<file path="src/mcc_pkg.sv">
// ----------------------------------------------------------------------------
// mcc_pkg: shared types and constants of the minute calendar clock
// Field widths, request codes, controller states, the month table and the
// calendar carry helpers used by the calendar core, the divider and the top level.
// ----------------------------------------------------------------------------
package mcc_pkg;

  // Field widths
  localparam int STAMP_W = 32;
  localparam int PER_W   = 20;
  localparam int SUB_W   = 8;
  localparam int MIN_W   = 6;
  localparam int HOUR_W  = 5;
  localparam int DAY_W   = 5;
  localparam int MON_W   = 4;
  localparam int WKD_W   = 3;
  localparam int REQ_W   = 3;
  localparam int MU_W    = 11;

  // Divider: dividend is elapsed * 60, one bit shifted in per cycle
  localparam int DVD_W = STAMP_W + 6;
  localparam int CNT_W = $clog2(DVD_W);

  // Reset values
  localparam logic [PER_W-1:0]  PERIOD_RST = PER_W'(1000);
  localparam logic [HOUR_W-1:0] HOUR_RST   = HOUR_W'(12);
  localparam logic [WKD_W-1:0]  WKD_RST    = WKD_W'(4);

  // Calendar limits
  localparam logic [MON_W-1:0] MONTHS   = MON_W'(12);
  localparam logic [WKD_W-1:0] WEEKDAYS = WKD_W'(7);
  localparam int               MIN_PER_DAY = 24 * 60;

  // Month lengths, February at 29, indexed by month minus one
  localparam logic [DAY_W-1:0] MONTH_LEN [12] = '{
    5'd31, 5'd29, 5'd31, 5'd30, 5'd31, 5'd30,
    5'd31, 5'd31, 5'd30, 5'd31, 5'd30, 5'd31
  };

  // Request codes
  typedef enum logic [REQ_W-1:0] {
    REQ_TICK     = 3'd0,
    REQ_DAY_FWD  = 3'd1,
    REQ_DAY_BACK = 3'd2,
    REQ_STORE    = 3'd3,
    REQ_RESTORE  = 3'd4,
    REQ_SET      = 3'd5
  } req_t;

  // Controller states
  typedef enum logic [2:0] {
    ST_IDLE,
    ST_PREP,
    ST_DIV,
    ST_APPLY,
    ST_REPORT
  } state_t;

  // Divider request and response
  typedef struct packed {
    logic             start;
    logic [DVD_W-1:0] dividend;
    logic [PER_W-1:0] divisor;
  } div_req_t;

  typedef struct packed {
    logic             done;
    logic [SUB_W-1:0] quot;
  } div_rsp_t;

  // Calendar update command
  typedef struct packed {
    logic               apply;
    logic [REQ_W-1:0]   req;
    logic               adv;
    logic [SUB_W-1:0]   sub;
    logic [STAMP_W-1:0] now;
    logic [HOUR_W-1:0]  th;
    logic [MIN_W-1:0]   tm;
    logic [WKD_W-1:0]   wd;
    logic [PER_W-1:0]   period;
  } cal_cmd_t;

  // Calendar state as seen by the top level
  typedef struct packed {
    logic [MIN_W-1:0]   minute;
    logic [HOUR_W-1:0]  hour;
    logic [DAY_W-1:0]   day;
    logic [MON_W-1:0]   month;
    logic [WKD_W-1:0]   weekday;
    logic [SUB_W-1:0]   sub;
    logic [STAMP_W-1:0] stamp;
    logic               saved;
  } cal_state_t;

  // Day and month pair for carry helpers
  typedef struct packed {
    logic [DAY_W-1:0] day;
    logic [MON_W-1:0] month;
  } dm_t;

  // Days in a month; an invalid month counts as 31
  function automatic logic [DAY_W-1:0] days_of(input logic [MON_W-1:0] m);
    logic [MON_W-1:0] idx;
    idx = m - MON_W'(1);
    if (m >= MON_W'(1) && m <= MONTHS) begin
      return MONTH_LEN[idx];
    end
    return DAY_W'(31);
  endfunction

  // One day forward with month rollover
  function automatic dm_t day_carry(input dm_t cur);
    dm_t res;
    res.day   = cur.day + DAY_W'(1);
    res.month = cur.month;
    if (res.day > days_of(cur.month) || res.day == '0) begin
      res.day   = DAY_W'(1);
      res.month = (cur.month >= MONTHS) ? MON_W'(1) : cur.month + MON_W'(1);
    end
    return res;
  endfunction

  // Weekday step, 7 wraps to 1
  function automatic logic [WKD_W-1:0] weekday_up(input logic [WKD_W-1:0] w);
    return (w >= WEEKDAYS) ? WKD_W'(1) : w + WKD_W'(1);
  endfunction

endpackage

</file>
<file path="src/minute_calendar_clock_unit.sv">
// ----------------------------------------------------------------------------
// minute_calendar_clock_unit: millisecond-driven calendar clock
// Accepts ticks and commands, keeps minute, hour, day, month and weekday,
// and reports the time, minutes until a target and an hour-window flag.
//
//   channel  dir  handshake             payload
//   in_      in   in_tvalid/in_tready   in_tdata, in_tuser (request kind)
//   out_     out  out_tvalid/out_tready out_tdata
//   cfg_     in   cfg_valid/cfg_ready   cfg_data (ms_per_minute)
//
// A tick raises out_tvalid after these steps: loading the bit-serial divider,
// 38 divider steps (one of 38 dividend bits each), the done strobe, the
// calendar update and the report load. Other commands raise out_tvalid after
// the calendar update and the report load. in_tready returns in the cycle after
// the report load.
// One item is in work at a time; the next is taken once the result is in the
// output register, which holds it while out_tready is low.
// Reset is synchronous, active low, and loads the calendar reset values.
// cfg_ready is always high; the register is to be written only while idle.
// ----------------------------------------------------------------------------
module minute_calendar_clock_unit import mcc_pkg::*; (
  input  logic        clk,
  input  logic        rst_n,
  // in_tdata from bit 0: now_ms[31:0], target_hour[4:0], target_minute[5:0],
  //   set_weekday[2:0], range_from[4:0], range_to[4:0]
  input  logic        in_tvalid,
  output logic        in_tready,
  input  logic [55:0] in_tdata,
  // in_tuser from bit 0: req_type[2:0]
  input  logic [2:0]  in_tuser,
  // out_tdata from bit 0: cur_minute[5:0], cur_hour[4:0], cur_day[4:0],
  //   cur_month[3:0], cur_weekday[2:0], sub_minute[7:0], minutes_until[10:0],
  //   in_window, snapshot_valid, zero pad[3:0]
  output logic        out_tvalid,
  input  logic        out_tready,
  output logic [47:0] out_tdata,
  // configuration write: ms_per_minute
  input  logic        cfg_valid,
  output logic        cfg_ready,
  input  logic [19:0] cfg_data
);

  state_t state_r, state_nxt;

  logic [PER_W-1:0]   ms_r;
  logic [PER_W-1:0]   period;
  logic [REQ_W-1:0]   req_r;
  logic [STAMP_W-1:0] now_r;
  logic [HOUR_W-1:0]  th_r;
  logic [MIN_W-1:0]   tm_r;
  logic [WKD_W-1:0]   wd_r;
  logic [HOUR_W-1:0]  rf_r;
  logic [HOUR_W-1:0]  rt_r;
  logic [STAMP_W-1:0] elapsed_r;
  logic               adv_r;
  logic               out_valid_r;
  logic [47:0]        out_data_r, out_data_nxt;

  logic               in_acc;
  logic               div_start;
  logic               cal_apply;
  logic               out_load;

  div_req_t           dreq;
  div_rsp_t           drsp;
  cal_cmd_t           ccmd;
  cal_state_t         cst;

  logic [11:0]        nowm;
  logic [11:0]        then_v;
  logic [11:0]        then_w;
  logic [11:0]        mu_full;
  logic               win;

  assign in_acc    = in_tvalid && in_tready;
  assign cfg_ready = 1'b1;
  assign period    = (ms_r == '0) ? PER_W'(1) : ms_r;

  // Configuration register
  always_ff @(posedge clk) begin
    if (!rst_n) begin
      ms_r <= PERIOD_RST;
    end else if (cfg_valid && cfg_ready) begin
      ms_r <= cfg_data;
    end
  end

  // Next state
  always_comb begin
    state_nxt = state_r;
    unique case (state_r)
      ST_IDLE: begin
        if (in_acc) begin
          state_nxt = (req_t'(in_tuser) == REQ_TICK) ? ST_PREP : ST_APPLY;
        end
      end
      ST_PREP:   state_nxt = ST_DIV;
      ST_DIV: begin
        if (drsp.done) begin
          state_nxt = ST_APPLY;
        end
      end
      ST_APPLY:  state_nxt = ST_REPORT;
      ST_REPORT: begin
        if (out_load) begin
          state_nxt = ST_IDLE;
        end
      end
      default:   state_nxt = ST_IDLE;
    endcase
  end

  // Controller outputs
  always_comb begin
    in_tready = (state_r == ST_IDLE);
    div_start = (state_r == ST_PREP);
    cal_apply = (state_r == ST_APPLY);
    out_load  = (state_r == ST_REPORT) && (!out_valid_r || out_tready);
  end

  always_ff @(posedge clk) begin
    if (!rst_n) begin
      state_r <= ST_IDLE;
    end else begin
      state_r <= state_nxt;
    end
  end

  // Input capture and elapsed time against the minute stamp
  always_ff @(posedge clk) begin
    if (in_acc) begin
      req_r     <= in_tuser;
      now_r     <= in_tdata[31:0];
      th_r      <= in_tdata[36:32];
      tm_r      <= in_tdata[42:37];
      wd_r      <= in_tdata[45:43];
      rf_r      <= in_tdata[50:46];
      rt_r      <= in_tdata[55:51];
      elapsed_r <= in_tdata[31:0] - cst.stamp;
    end
    if (div_start) begin
      adv_r <= (elapsed_r > {{(STAMP_W-PER_W){1'b0}}, period});
    end
  end

  // Divider: elapsed * 60 = elapsed * 64 - elapsed * 4
  assign dreq.start    = div_start;
  assign dreq.dividend = {elapsed_r, 6'b0} - {4'b0, elapsed_r, 2'b0};
  assign dreq.divisor  = period;

  mcc_div u_div (
    .clk   (clk),
    .rst_n (rst_n),
    .req   (dreq),
    .rsp   (drsp)
  );

  // Calendar core
  assign ccmd.apply  = cal_apply;
  assign ccmd.req    = req_r;
  assign ccmd.adv    = adv_r;
  assign ccmd.sub    = drsp.quot;
  assign ccmd.now    = now_r;
  assign ccmd.th     = th_r;
  assign ccmd.tm     = tm_r;
  assign ccmd.wd     = wd_r;
  assign ccmd.period = period;

  mcc_cal u_cal (
    .clk   (clk),
    .rst_n (rst_n),
    .cmd   (ccmd),
    .st    (cst)
  );

  // Report: minutes until target and hour window
  always_comb begin
    nowm   = {1'b0, cst.hour, 6'b0} - {5'b0, cst.hour, 2'b0} + {6'b0, cst.minute};
    then_v = {1'b0, th_r, 6'b0} - {5'b0, th_r, 2'b0} + {6'b0, tm_r};
    then_w = (then_v < nowm) ? then_v + 12'(MIN_PER_DAY) : then_v;
    mu_full = then_w - nowm;
    if (rf_r > rt_r) begin
      win = (cst.hour >= rf_r) || (cst.hour < rt_r);
    end else begin
      win = (cst.hour >= rf_r) && (cst.hour < rt_r);
    end
    out_data_nxt = {4'b0, cst.saved, win, mu_full[MU_W-1:0], cst.sub,
                    cst.weekday, cst.month, cst.day, cst.hour, cst.minute};
  end

  // Output register
  always_ff @(posedge clk) begin
    if (!rst_n) begin
      out_valid_r <= 1'b0;
    end else if (out_load) begin
      out_valid_r <= 1'b1;
    end else if (out_tready) begin
      out_valid_r <= 1'b0;
    end
  end

  always_ff @(posedge clk) begin
    if (out_load) begin
      out_data_r <= out_data_nxt;
    end
  end

  assign out_tvalid = out_valid_r;
  assign out_tdata  = out_data_r;

  // Divider finishes only while the controller waits for it
  a_div_done_state: assert property (@(posedge clk) disable iff (!rst_n)
    drsp.done |-> (state_r == ST_DIV))
    else $error("divider done outside divide state");

  // A finished item waits in report while the output slot is occupied
  a_report_holds: assert property (@(posedge clk) disable iff (!rst_n)
    (state_r == ST_REPORT && out_valid_r && !out_tready) |=>
      (state_r == ST_REPORT && out_valid_r && $stable(out_data_r)))
    else $error("pending result overwritten");

endmodule

</file>
<file path="src/mcc_div.sv">
// ----------------------------------------------------------------------------
// mcc_div: bit-serial restoring divider with saturated 8-bit quotient
// Shifts one dividend bit per cycle into a narrow remainder; quotient bits
// that leave the 8-bit window set a sticky overflow that saturates at 255.
// ----------------------------------------------------------------------------
module mcc_div import mcc_pkg::*; (
  input  logic     clk,
  input  logic     rst_n,
  input  div_req_t req,
  output div_rsp_t rsp
);

  logic             busy_r, busy_nxt;
  logic             done_r, done_nxt;
  logic [CNT_W-1:0] cnt_r, cnt_nxt;
  logic [DVD_W-1:0] dvd_r, dvd_nxt;
  logic [PER_W-1:0] dsr_r, dsr_nxt;
  logic [PER_W-1:0] rem_r, rem_nxt;
  logic [SUB_W-1:0] quo_r, quo_nxt;
  logic             ovf_r, ovf_nxt;

  logic [PER_W:0]   trial;
  logic [PER_W+1:0] diff;
  logic             ge;
  logic             last;

  // Trial subtract of one step
  assign trial = {rem_r, dvd_r[DVD_W-1]};
  assign diff  = {1'b0, trial} - {2'b0, dsr_r};
  assign ge    = ~diff[PER_W+1];
  assign last  = (cnt_r == CNT_W'(DVD_W - 1));

  // Step logic
  always_comb begin
    busy_nxt = busy_r;
    done_nxt = 1'b0;
    cnt_nxt  = cnt_r;
    dvd_nxt  = dvd_r;
    dsr_nxt  = dsr_r;
    rem_nxt  = rem_r;
    quo_nxt  = quo_r;
    ovf_nxt  = ovf_r;
    if (req.start) begin
      busy_nxt = 1'b1;
      cnt_nxt  = '0;
      dvd_nxt  = req.dividend;
      dsr_nxt  = req.divisor;
      rem_nxt  = '0;
      quo_nxt  = '0;
      ovf_nxt  = 1'b0;
    end else if (busy_r) begin
      dvd_nxt = {dvd_r[DVD_W-2:0], 1'b0};
      rem_nxt = ge ? diff[PER_W-1:0] : trial[PER_W-1:0];
      quo_nxt = {quo_r[SUB_W-2:0], ge};
      ovf_nxt = ovf_r | quo_r[SUB_W-1];
      cnt_nxt = cnt_r + CNT_W'(1);
      if (last) begin
        busy_nxt = 1'b0;
        done_nxt = 1'b1;
      end
    end
  end

  // Control registers
  always_ff @(posedge clk) begin
    if (!rst_n) begin
      busy_r <= 1'b0;
      done_r <= 1'b0;
      cnt_r  <= '0;
    end else begin
      busy_r <= busy_nxt;
      done_r <= done_nxt;
      cnt_r  <= cnt_nxt;
    end
  end

  // Datapath registers
  always_ff @(posedge clk) begin
    dvd_r <= dvd_nxt;
    dsr_r <= dsr_nxt;
    rem_r <= rem_nxt;
    quo_r <= quo_nxt;
    ovf_r <= ovf_nxt;
  end

  assign rsp.done = done_r;
  assign rsp.quot = ovf_r ? {SUB_W{1'b1}} : quo_r;

  // A new division never starts on top of a running one
  a_no_restart: assert property (@(posedge clk) disable iff (!rst_n)
    req.start |-> !busy_r)
    else $error("divider started while busy");

  // Remainder stays below the divisor throughout
  a_rem_bound: assert property (@(posedge clk) disable iff (!rst_n)
    busy_r |-> (rem_r < dsr_r))
    else $error("divider remainder out of range");

endmodule

</file>
<file path="src/mcc_cal.sv">
// ----------------------------------------------------------------------------
// mcc_cal: calendar state and command update
// Holds the time, date, weekday, sub-minute count, minute stamp and the
// snapshot; applies one tick or command when the controller says so.
// ----------------------------------------------------------------------------
module mcc_cal import mcc_pkg::*; (
  input  logic       clk,
  input  logic       rst_n,
  input  cal_cmd_t   cmd,
  output cal_state_t st
);

  logic [MIN_W-1:0]   min_r, min_nxt;
  logic [HOUR_W-1:0]  hour_r, hour_nxt;
  logic [DAY_W-1:0]   day_r, day_nxt;
  logic [MON_W-1:0]   mon_r, mon_nxt;
  logic [WKD_W-1:0]   wkd_r, wkd_nxt;
  logic [SUB_W-1:0]   sub_r, sub_nxt;
  logic [STAMP_W-1:0] stamp_r, stamp_nxt;
  logic [MIN_W-1:0]   sv_min_r, sv_min_nxt;
  logic [HOUR_W-1:0]  sv_hour_r, sv_hour_nxt;
  logic [DAY_W-1:0]   sv_day_r, sv_day_nxt;
  logic [MON_W-1:0]   sv_mon_r, sv_mon_nxt;
  logic [SUB_W-1:0]   sv_sub_r, sv_sub_nxt;
  logic               sv_flag_r, sv_flag_nxt;

  // Next-state of the calendar
  always_comb begin
    logic [MIN_W:0]    min7;
    logic [HOUR_W:0]   hour6;
    dm_t               dm;
    min_nxt     = min_r;
    hour_nxt    = hour_r;
    day_nxt     = day_r;
    mon_nxt     = mon_r;
    wkd_nxt     = wkd_r;
    sub_nxt     = sub_r;
    stamp_nxt   = stamp_r;
    sv_min_nxt  = sv_min_r;
    sv_hour_nxt = sv_hour_r;
    sv_day_nxt  = sv_day_r;
    sv_mon_nxt  = sv_mon_r;
    sv_sub_nxt  = sv_sub_r;
    sv_flag_nxt = sv_flag_r;
    dm.day      = day_r;
    dm.month    = mon_r;
    min7        = {1'b0, min_r} + (MIN_W+1)'(1);
    hour6       = {1'b0, hour_r} + (HOUR_W+1)'(1);
    if (cmd.apply) begin
      unique case (req_t'(cmd.req))
        REQ_TICK: begin
          sub_nxt = cmd.sub;
          if (cmd.adv) begin
            stamp_nxt = stamp_r + {{(STAMP_W-PER_W){1'b0}}, cmd.period};
            if (min7 > (MIN_W+1)'(59)) begin
              min_nxt = '0;
              if (hour6 > (HOUR_W+1)'(23)) begin
                hour_nxt = '0;
                wkd_nxt  = weekday_up(wkd_r);
                dm       = day_carry(dm);
                day_nxt  = dm.day;
                mon_nxt  = dm.month;
              end else begin
                hour_nxt = hour6[HOUR_W-1:0];
              end
            end else begin
              min_nxt = min7[MIN_W-1:0];
            end
          end
        end
        REQ_DAY_FWD: begin
          dm      = day_carry(dm);
          day_nxt = dm.day;
          mon_nxt = dm.month;
          wkd_nxt = weekday_up(wkd_r);
        end
        REQ_DAY_BACK: begin
          if (day_r <= DAY_W'(1)) begin
            mon_nxt = (mon_r <= MON_W'(1) || mon_r > MONTHS) ? MONTHS
                                                              : mon_r - MON_W'(1);
            day_nxt = days_of(mon_nxt);
          end else begin
            day_nxt = day_r - DAY_W'(1);
          end
          wkd_nxt = (wkd_r <= WKD_W'(1)) ? WEEKDAYS : wkd_r - WKD_W'(1);
        end
        REQ_STORE: begin
          sv_min_nxt  = min_r;
          sv_hour_nxt = hour_r;
          sv_day_nxt  = day_r;
          sv_mon_nxt  = mon_r;
          sv_sub_nxt  = sub_r;
          sv_flag_nxt = 1'b1;
        end
        REQ_RESTORE: begin
          min_nxt  = sv_min_r;
          hour_nxt = sv_hour_r;
          day_nxt  = sv_day_r;
          mon_nxt  = sv_mon_r;
          sub_nxt  = sv_sub_r;
        end
        REQ_SET: begin
          stamp_nxt = cmd.now;
          sub_nxt   = '0;
          min7      = {1'b0, cmd.tm};
          hour6     = {1'b0, cmd.th};
          if (cmd.wd != '0) begin
            wkd_nxt = cmd.wd;
            dm      = day_carry(dm);
          end
          // out-of-range minute carries into the hour
          if (min7 >= (MIN_W+1)'(60)) begin
            min7  = min7 - (MIN_W+1)'(60);
            hour6 = hour6 + (HOUR_W+1)'(1);
          end
          // out-of-range hour carries into the day, weekday untouched
          if (hour6 >= (HOUR_W+1)'(24)) begin
            hour6 = hour6 - (HOUR_W+1)'(24);
            dm    = day_carry(dm);
          end
          min_nxt  = min7[MIN_W-1:0];
          hour_nxt = hour6[HOUR_W-1:0];
          day_nxt  = dm.day;
          mon_nxt  = dm.month;
        end
        default: begin
          // unused request codes only report
        end
      endcase
    end
  end

  // State registers
  always_ff @(posedge clk) begin
    if (!rst_n) begin
      min_r     <= '0;
      hour_r    <= HOUR_RST;
      day_r     <= DAY_W'(1);
      mon_r     <= MON_W'(1);
      wkd_r     <= WKD_RST;
      sub_r     <= '0;
      stamp_r   <= '0;
      sv_min_r  <= '0;
      sv_hour_r <= '0;
      sv_day_r  <= DAY_W'(1);
      sv_mon_r  <= MON_W'(1);
      sv_sub_r  <= '0;
      sv_flag_r <= 1'b0;
    end else begin
      min_r     <= min_nxt;
      hour_r    <= hour_nxt;
      day_r     <= day_nxt;
      mon_r     <= mon_nxt;
      wkd_r     <= wkd_nxt;
      sub_r     <= sub_nxt;
      stamp_r   <= stamp_nxt;
      sv_min_r  <= sv_min_nxt;
      sv_hour_r <= sv_hour_nxt;
      sv_day_r  <= sv_day_nxt;
      sv_mon_r  <= sv_mon_nxt;
      sv_sub_r  <= sv_sub_nxt;
      sv_flag_r <= sv_flag_nxt;
    end
  end

  assign st.minute  = min_r;
  assign st.hour    = hour_r;
  assign st.day     = day_r;
  assign st.month   = mon_r;
  assign st.weekday = wkd_r;
  assign st.sub     = sub_r;
  assign st.stamp   = stamp_r;
  assign st.saved   = sv_flag_r;

  // Day always fits the current month
  a_day_fits: assert property (@(posedge clk) disable iff (!rst_n)
    (day_r != '0) && (day_r <= days_of(mon_r)))
    else $error("day outside current month");

  // Time of day and month stay in range after every update
  a_time_legal: assert property (@(posedge clk) disable iff (!rst_n)
    (min_r < MIN_W'(60)) && (hour_r < HOUR_W'(24)) &&
    (mon_r != '0) && (mon_r <= MONTHS) && (wkd_r != '0))
    else $error("calendar field out of range");

endmodule
</file>
<file path="config.mk">
export PLATFORM = sky130hd
export DESIGN_NAME = minute_calendar_clock_unit
export DESIGN_NICKNAME = d
export VERILOG_FILES = /design/src/mcc_pkg.sv /design/src/minute_calendar_clock_unit.sv /design/src/mcc_div.sv /design/src/mcc_cal.sv
export SDC_FILE = /design/constraint.sdc
export NUM_CORES = 1
export LEC_CHECK = 0
export BUFFER_PORTS_ARGS = -buffer_cell sky130_fd_sc_hd__clkbuf_2
export CAP_MARGIN = 5
export CORE_ASPECT_RATIO = 2
export CORE_UTILIZATION = 45
export CTS_BUF_LIST = sky130_fd_sc_hd__clkbuf_8
export CTS_CLUSTER_SIZE = 40
export DETAILED_ROUTE_END_ITERATION = 16
export PLACE_DENSITY = 0.64
export SYNTH_ARGS = -nofsm -noshare
export SYNTH_HDL_FRONTEND = slang
export SYNTH_SLANG_ARGS = --single-unit
export TNS_END_PERCENT = 10
</file>
<file path="constraint.sdc">
create_clock -name clk -period 8.1 [get_ports clk]
set_clock_uncertainty 0.15 [all_clocks]
set_input_delay 0.81 -clock clk [delete_from_list [all_inputs] [get_ports clk]]
set_output_delay 0.81 -clock clk [all_outputs]
set_load 0.005 [all_outputs]
</file>
## Yosys cells after proc, flatten, opt, wreduce, memory -nomap -nowiden

Memories as Yosys holds them, arrays and structs flattened.
Cells that the tools add are included.

- Flip-flop bits (word level): 347
- Memories: 3
- Output and inout bits: 51
- ROM bits: 240
- Word-level logic and storage cells: 264

Memories:

| memory | words | width | read ports | clocked after memory_dff | write ports | RTL line | RTL |
|---|---|---|---|---|---|---|---|
| (no name shown) | 16 | 5 | 1 | 0 | 0 | mcc_pkg.sv:107 | `return MONTH_LEN[idx];` |
| (no name shown) | 16 | 5 | 1 | 0 | 0 | mcc_pkg.sv:107 |  |
| (no name shown) | 16 | 5 | 1 | 0 | 0 | mcc_pkg.sv:107 |  |

- Bitwise operators: 7
- Add/sub/neg operators: 26
- Mux-type cells: 107
- Magnitude comparators: 29
- Equal/unequal tests: 20
- Reduce and logical (&&, ||, !) cells: 38

Operator list:

| kind | count |
|---|---|
| 2-to-1 mux 5 bit | 35 |
| 2-to-1 mux 38 bit | 2 |
| 2-to-1 mux 9 bit | 8 |
| one-hot mux 32 bit (2 select lines) | 1 |
| 2-to-1 mux 20 bit | 2 |
| subtractor 38 x 34 -> 38 bit | 1 |
| 2-to-1 mux 6 bit | 6 |
| adder 32 x 20 -> 32 bit | 1 |
| greater-than comparator 32 x 20 -> 1 bit | 1 |
| 2-to-1 mux 32 bit | 1 |
| subtractor 32 bit | 1 |
| 2-to-1 mux 4 bit | 7 |
| 2-to-1 mux 3 bit | 9 |
| 2-to-1 mux 1 bit | 26 |
| greater-than comparator 5 bit | 5 |
| one-hot mux 5 bit (5 select lines) | 1 |
| adder 12 x 6 -> 12 bit | 2 |
| one-hot mux 8 bit (3 select lines) | 1 |
| subtractor 11 x 7 -> 12 bit | 2 |
| subtractor 21 x 20 -> 22 bit | 1 |
| logical NOT 20 bit | 1 |
| one-hot mux 4 bit (5 select lines) | 1 |
| one-hot mux 6 bit (3 select lines) | 1 |
| != test 2 x 1 -> 1 bit (second input constant) | 8 |
| 60 further kinds | 103 |

## Logic depth before layout (Yosys ltp)

- Depth after elaboration: 31
- Mapped depth: 32
- Depth with buffers taken out: 30

## Cells and area by module

Synthesis repeated with hierarchy kept, for this count alone.

- Cells, all modules: 2524
- Area, all modules: 22905.7 um^2

Modules (own cells, without submodules):

| module | cells each | seq. area each (um^2) | instances | area an instance (um^2) |
|---|---|---|---|---|
| minute_calendar_clock_unit | 1085 | 4564.4 | 1 | 10881.7 |
| mcc_cal | 1010 | 1841.8 | 1 | 7270.7 |
| mcc_div | 429 | 2482.4 | 1 | 4753.3 |

## Least setup slack after synthesis

Ideal clock, no wire load.

- Kind: reg2reg
- Start point: reg u_cal.mon_r[0]
- End point: reg u_cal.day_r[3]
- Required time: 7.827 ns
- Clock period less this slack: 6.232 ns
- Setup time: 0.123 ns
- Path slack: 1.868 ns
- Buffers on the path: 2
- Data arrival time: 5.960 ns
- Cell stages (with the launch flop): 30
- Cells stage by stage: dfxtp_1 -> clkbuf_1 -> inv_1 -> ha_1 -> xor2_1 -> mux2i_1 -> a21oi_1 -> o221ai_1 -> ha_1 -> nand2_1 -> o221a_2 -> nand3_2 -> a21oi_1 -> clkbuf_8 -> nor2_1 -> a31oi_1 -> ha_1 -> inv_1 -> or3_1 -> o221ai_1 -> ha_1 -> nand2_1 -> o21ai_0 -> o41ai_1 -> nand2_1 -> nor2_1 -> a22oi_1 -> or3_2 -> a31oi_1 -> o21ai_0

- Word-level cells in the longest chain between the ends: 31
- Elaborated cells on any way between the ends: 94

Ends and longest elaborated chain:

| element | RTL line | RTL |
|---|---|---|
| start: declaration | mcc_cal.sv:16 | `logic [MON_W-1:0] mon_r, mon_nxt;` |
| start signal: assignment | mcc_cal.sv:153 | `mon_r <= mon_nxt;` |
| subtractor 4 x 1 -> 4 bit (tied with other cells) | mcc_pkg.sv:105, mcc_cal.sv:80 |  |
| inverter 4 -> 5 bit (not written as such) or logical AND 1 bit (tied branches) | mcc_pkg.sv:107, mcc_pkg.sv:106 |  |
| memory (16 x 5 bit) or 2-to-1 mux 1 bit (tied branches) | - |  |
| 2-to-1 mux 5 bit (not written as such) or 2-to-1 mux 1 bit (tied branches) | mcc_pkg.sv:107, mcc_cal.sv:107 |  |
| 2-to-1 mux 5 bit (not written as such) or 2-to-1 mux 1 bit (tied branches) | mcc_pkg.sv:107, mcc_cal.sv:50 |  |
| 2-to-1 mux 5 bit or 2-to-1 mux 1 bit (tied branches) | mcc_pkg.sv:106, mcc_cal.sv:49 |  |
| 2-to-1 mux 5 bit | mcc_pkg.sv:109 | `return DAY_W'(31);` |
| 2-to-1 mux 5 bit | mcc_cal.sv:107 | `if (cmd.wd != '0) begin` |
| [... 15 more ...] | - |  |
| 2-to-1 mux 5 bit | mcc_cal.sv:117 | `if (hour6 >= (HOUR_W+1)'(24)) begin` |
| 2-to-1 mux 5 bit | mcc_cal.sv:50 | `unique case (req_t'(cmd.req))` |
| 2-to-1 mux 5 bit | mcc_cal.sv:49 | `if (cmd.apply) begin` |
| greater-than comparator 5 bit | mcc_pkg.sv:117 | `if (res.day > days_of(cur.month) \|\| res.day == '0) begin` |
| logical OR 1 bit | mcc_pkg.sv:117 |  |
| 2-to-1 mux 9 bit | mcc_pkg.sv:117 |  |
| 2-to-1 mux 9 bit | mcc_cal.sv:117 |  |
| one-hot mux 5 bit (5 select lines) * | mcc_cal.sv:50 |  |
| end signal: assignment | mcc_cal.sv:152 | `day_r <= day_nxt;` |
| end: declaration | mcc_cal.sv:15 | `logic [DAY_W-1:0] day_r, day_nxt;` |

Mark *: on every way between the ends. The rest lies on a longest branch, timed or not. The select of a mux whose other input is x is not followed.
A chain may end at the register's enable or synchronous reset.

## Final worst setup path

- Start point: reg u_cal.mon_r[0]
- End point: reg u_cal.mon_r[2]

- Word-level cells in the longest chain between the ends: 31
- Elaborated cells on any way between the ends: 86

Ends and longest elaborated chain:

| element | RTL line |
|---|---|
| subtractor 4 x 1 -> 4 bit (tied with other cells) | mcc_pkg.sv:105, mcc_cal.sv:80 |
| inverter 4 -> 5 bit (not written as such) or logical AND 1 bit (tied branches) | mcc_pkg.sv:107, mcc_pkg.sv:106 |
| memory (16 x 5 bit) or 2-to-1 mux 1 bit (tied branches) | - |
| 2-to-1 mux 5 bit (not written as such) or 2-to-1 mux 1 bit (tied branches) | mcc_pkg.sv:107, mcc_cal.sv:107 |
| 2-to-1 mux 5 bit (not written as such) or 2-to-1 mux 1 bit (tied branches) | mcc_pkg.sv:107, mcc_cal.sv:50 |
| 2-to-1 mux 5 bit or 2-to-1 mux 1 bit (tied branches) | mcc_pkg.sv:106, mcc_cal.sv:49 |
| 2-to-1 mux 5 bit | mcc_pkg.sv:109 |
| 2-to-1 mux 5 bit | mcc_cal.sv:107 |
| [... 15 more ...] | - |
| 2-to-1 mux 5 bit | mcc_cal.sv:117 |
| 2-to-1 mux 5 bit | mcc_cal.sv:50 |
| 2-to-1 mux 5 bit | mcc_cal.sv:49 |
| greater-than comparator 5 bit | mcc_pkg.sv:117 |
| logical OR 1 bit | mcc_pkg.sv:117 |
| 2-to-1 mux 9 bit | mcc_pkg.sv:117 |
| 2-to-1 mux 9 bit | mcc_cal.sv:117 |
| one-hot mux 4 bit (5 select lines) | mcc_cal.sv:50 |

Several ways; a longest one is shown, not always the timed one. The select of a mux whose other input is x is not followed.

==> qor.yml <==
status: "finished clean"
port_buffers: 129
required_ns: 8.44
hpwl_um: 47700
cp_slowest_cell: "dfxtp_1"
slew_headroom_pct: 27.9
ios: 135
drt_iter0_drc: 1051
tritoncts: "yes"
critPathKind: "register to register"
peakVddDrop_uv: 131
finalCritPeriodShare_pct: 91.0
syn_area_um2: 22200
fillers: 4652
start_util_pct: 45.9
dp_cells: 3140
grt_overflow: 0
area_growth_pct: 10.4
cp_max_fo: 13
postCtsHoldBufs: 0
path_common_cell: "ha_1"
cp-start-kind: "register"
avgSynthCellArea_um2: 8.99
yosysUniqueCellTypes: 112
h-tree-depth: 2
setup_violations: 0
critPathCaptureType: "register"
viasPerCell: 5.75
core_region_area_um2: 48500
track_usage_pct: 25.0
grt_pass1_wl_um: 98900
max_stage_delay_ns: 0.64
min_path_type: "input port to register"
ys_warn_count: 0
cts_resized: 0
clockBufferDepth: 3
cp_top_family: "compound AO/OA/AOI/OAI gates"
final_antenna_net_count: 0
final_cells: 3243
crit_buf_inv: 3
insertion_delay_ns: 0.66
drive_gt1_share_pct: 11.4
cts_buffers: 54
drc_errors: 0
gp_congestion: 0.920
p_leak_nw: 9.95
tightest_slew_ns: 1.07
grt_pass1_vias: 18900
fin_tns_setup_ns: 0
antenna_found_initial: 4
synthArstFlopShare_pct: 0
die_y_um: 316
fin_util_pct: 50.6
critPathArrivalTime_ns: 7.71
maxCapViolations: 0
cts-root-buf: "clkbuf_8"
finalCriticalPeriod_ns: 7.37
fin_nets: 2840
synth_cells: 2473
slew_viol_final: 0
fp-row-count: 114
yosysSeqAreaShare_pct: 39.7
wl_um: 63600
p_total_mw: 5.13
grt_max_degree: 68
ys.flop_type: "edfxtp_1"
rsz0062_at_grt: "false"
first_pass_iters: 5
dieWidth_um: 159
via_count: 18600
wire_per_inst_um: 19.6
synth-seq-cells: 345
final_hold_viol_count: 0
dieArea_um2: 50400
fin_hold_ws_ns: 0.182
cts_setup_buffers: 0
synth_edf_count: 192
cts.sinks: 345
clock.fmax_mhz: 136
cts.clk_slew.worst_paths_ns: 0.06
powerDensity_nw_per_um2: 209
sequential cells by signal (all words and copies together), names as in the netlist, 6 cells and up:
signal          cells
u_div.rem_r        20
elapsed_r          32
ms_r               20
out_tdata          44
u_div.cnt_r         6
u_cal.min_r         6
u_div.dsr_r        20
tm_r                6
u_div.quo_r         8
u_cal.sv_min_r      6
now_r              32
u_cal.stamp_r      32
u_cal.sub_r         8
u_div.dvd_r        36
u_cal.sv_sub_r      8
cell type report:
class / instances / area, um2 / area share [%]
Sequential cell: 345 / 8830 / 36.0
Clock inverter: 36 / 339 / 1.38
Timing Repair Buffer: 154 / 833 / 3.39
Inverter: 182 / 684 / 2.79
Antenna cell: 1 / 2.50 / 0.0102
Tap cell: 638 / 798 / 3.25
Clock buffer: 66 / 908 / 3.70
Multi-Input combinational cell: 1821 / 12200 / 49.5
cells in the mapped netlist (all sizes together) (19+ instances only):
master  number  share of area, %
mux2i       43               1.9
nand2b      28              0.79
o211ai      26              0.88
xnor2       72               3.0
a21oi      216               4.9
a31oi       28              0.84
nor2       194               3.3
xor2        49               2.0
nor3        55               1.2
a21o        48               1.6
edfxtp     192                26
nand3       79               1.9
clkbuf     110               2.2
nand2      238               4.0
a211oi      35               1.2
or3         19              0.59
o21ai      168               3.8
ha         194                11
inv        182               3.1
nand4       24              0.67
o21a        39               1.3
nor2b       35              0.98
dfxtp      153                14
worst register-to-register path: cells and delay by family (launching register included):
kind / cells / cell delay [ns]
AOI/OAI and AO/OA: 12 / 2.72
xor gates and xnor gates: 1 / 0.39
adders and majority gates: 4 / 1.18
DFF: 1 / 0.64
buffers and inverters: 3 / 0.60
muxes: 1 / 0.29
and+or+nand+nor: 7 / 1.25
cells by family after synthesis:
| logic type | Yosys count | share of synthesized area, % |
|---|---|---|
| xor gates and xnor gates | 121 | 5.03 |
| adders and majority gates | 198 | 11.3 |
| and+or+nand+nor | 745 | 15.7 |
| other | 2 | 0.0338 |
| DFF | 345 | 39.7 |
| buffers and inverters | 310 | 5.78 |
| muxes | 45 | 2.04 |
| AOI/OAI and AO/OA | 707 | 20.4 |
path summary, 6_finish.rpt:
| kind | start | endpoint | slack, ns | cells past startpoint |
|---|---|---|---|---|
| setup / recovery | u_cal.mon_r[0]$_SDFFE_PN1P_ | u_cal.mon_r[2]$_SDFFE_PN0P_ | 0.73 | 28 |
| hold / removal | in_tdata[47] | rf_r[1]$_DFFE_PP_ | 0.18 | 1 |
| setup reg to reg | u_cal.mon_r[0]$_SDFFE_PN1P_ | u_cal.mon_r[2]$_SDFFE_PN0P_ | 0.73 | 28 |
| hold reg to reg | u_cal.sv_flag_r$_SDFFE_PN0P_ | out_tdata[43]$_DFFE_PP_ | 0.30 | 0 |
power breakdown:
part / switching, mW / internal [mW] / leakage, nW
clock: 0.756 / 0.938 / 0.677
combinational: 0.762 / 0.550 / 6.24
sequential: 0.112 / 2.01 / 3.04
total: 1.63 / 3.50 / 9.95
layer usage:
layer  global-route usage, %  vias up  part of all wire [%]
li1                        -     9082                     -
met1                    23.7     8831                    35
met2                    49.1      515                    54
met3                    3.30      205                   3.8
met4                    17.4        6                   6.7
met5                       0        -                 0.064
metrics by stage:
step           instance area [um2]  setup WS, ns
6_report                     24600         0.727
4_1_cts                      24600         0.647
3_5_place_dp                 23300         0.667
2_1_floorplan                22300          1.87
3_3_place_gp                 23300         0.855
5_1_grt                      24600        0.0832
cell usage in the layout, fill, tap and decap left out, drive strengths merged, types with 49 or more instances in the layout:
cell / n
a21oi: 216
clkbuf: 195
dfxtp: 153
edfxtp: 192
ha: 194
inv: 190
nand2: 238
nand3: 79
nor2: 194
nor3: 55
o21ai: 168
xnor2: 72
xor2: 49
No activity file was read; power rests on OpenSTA's default activity.
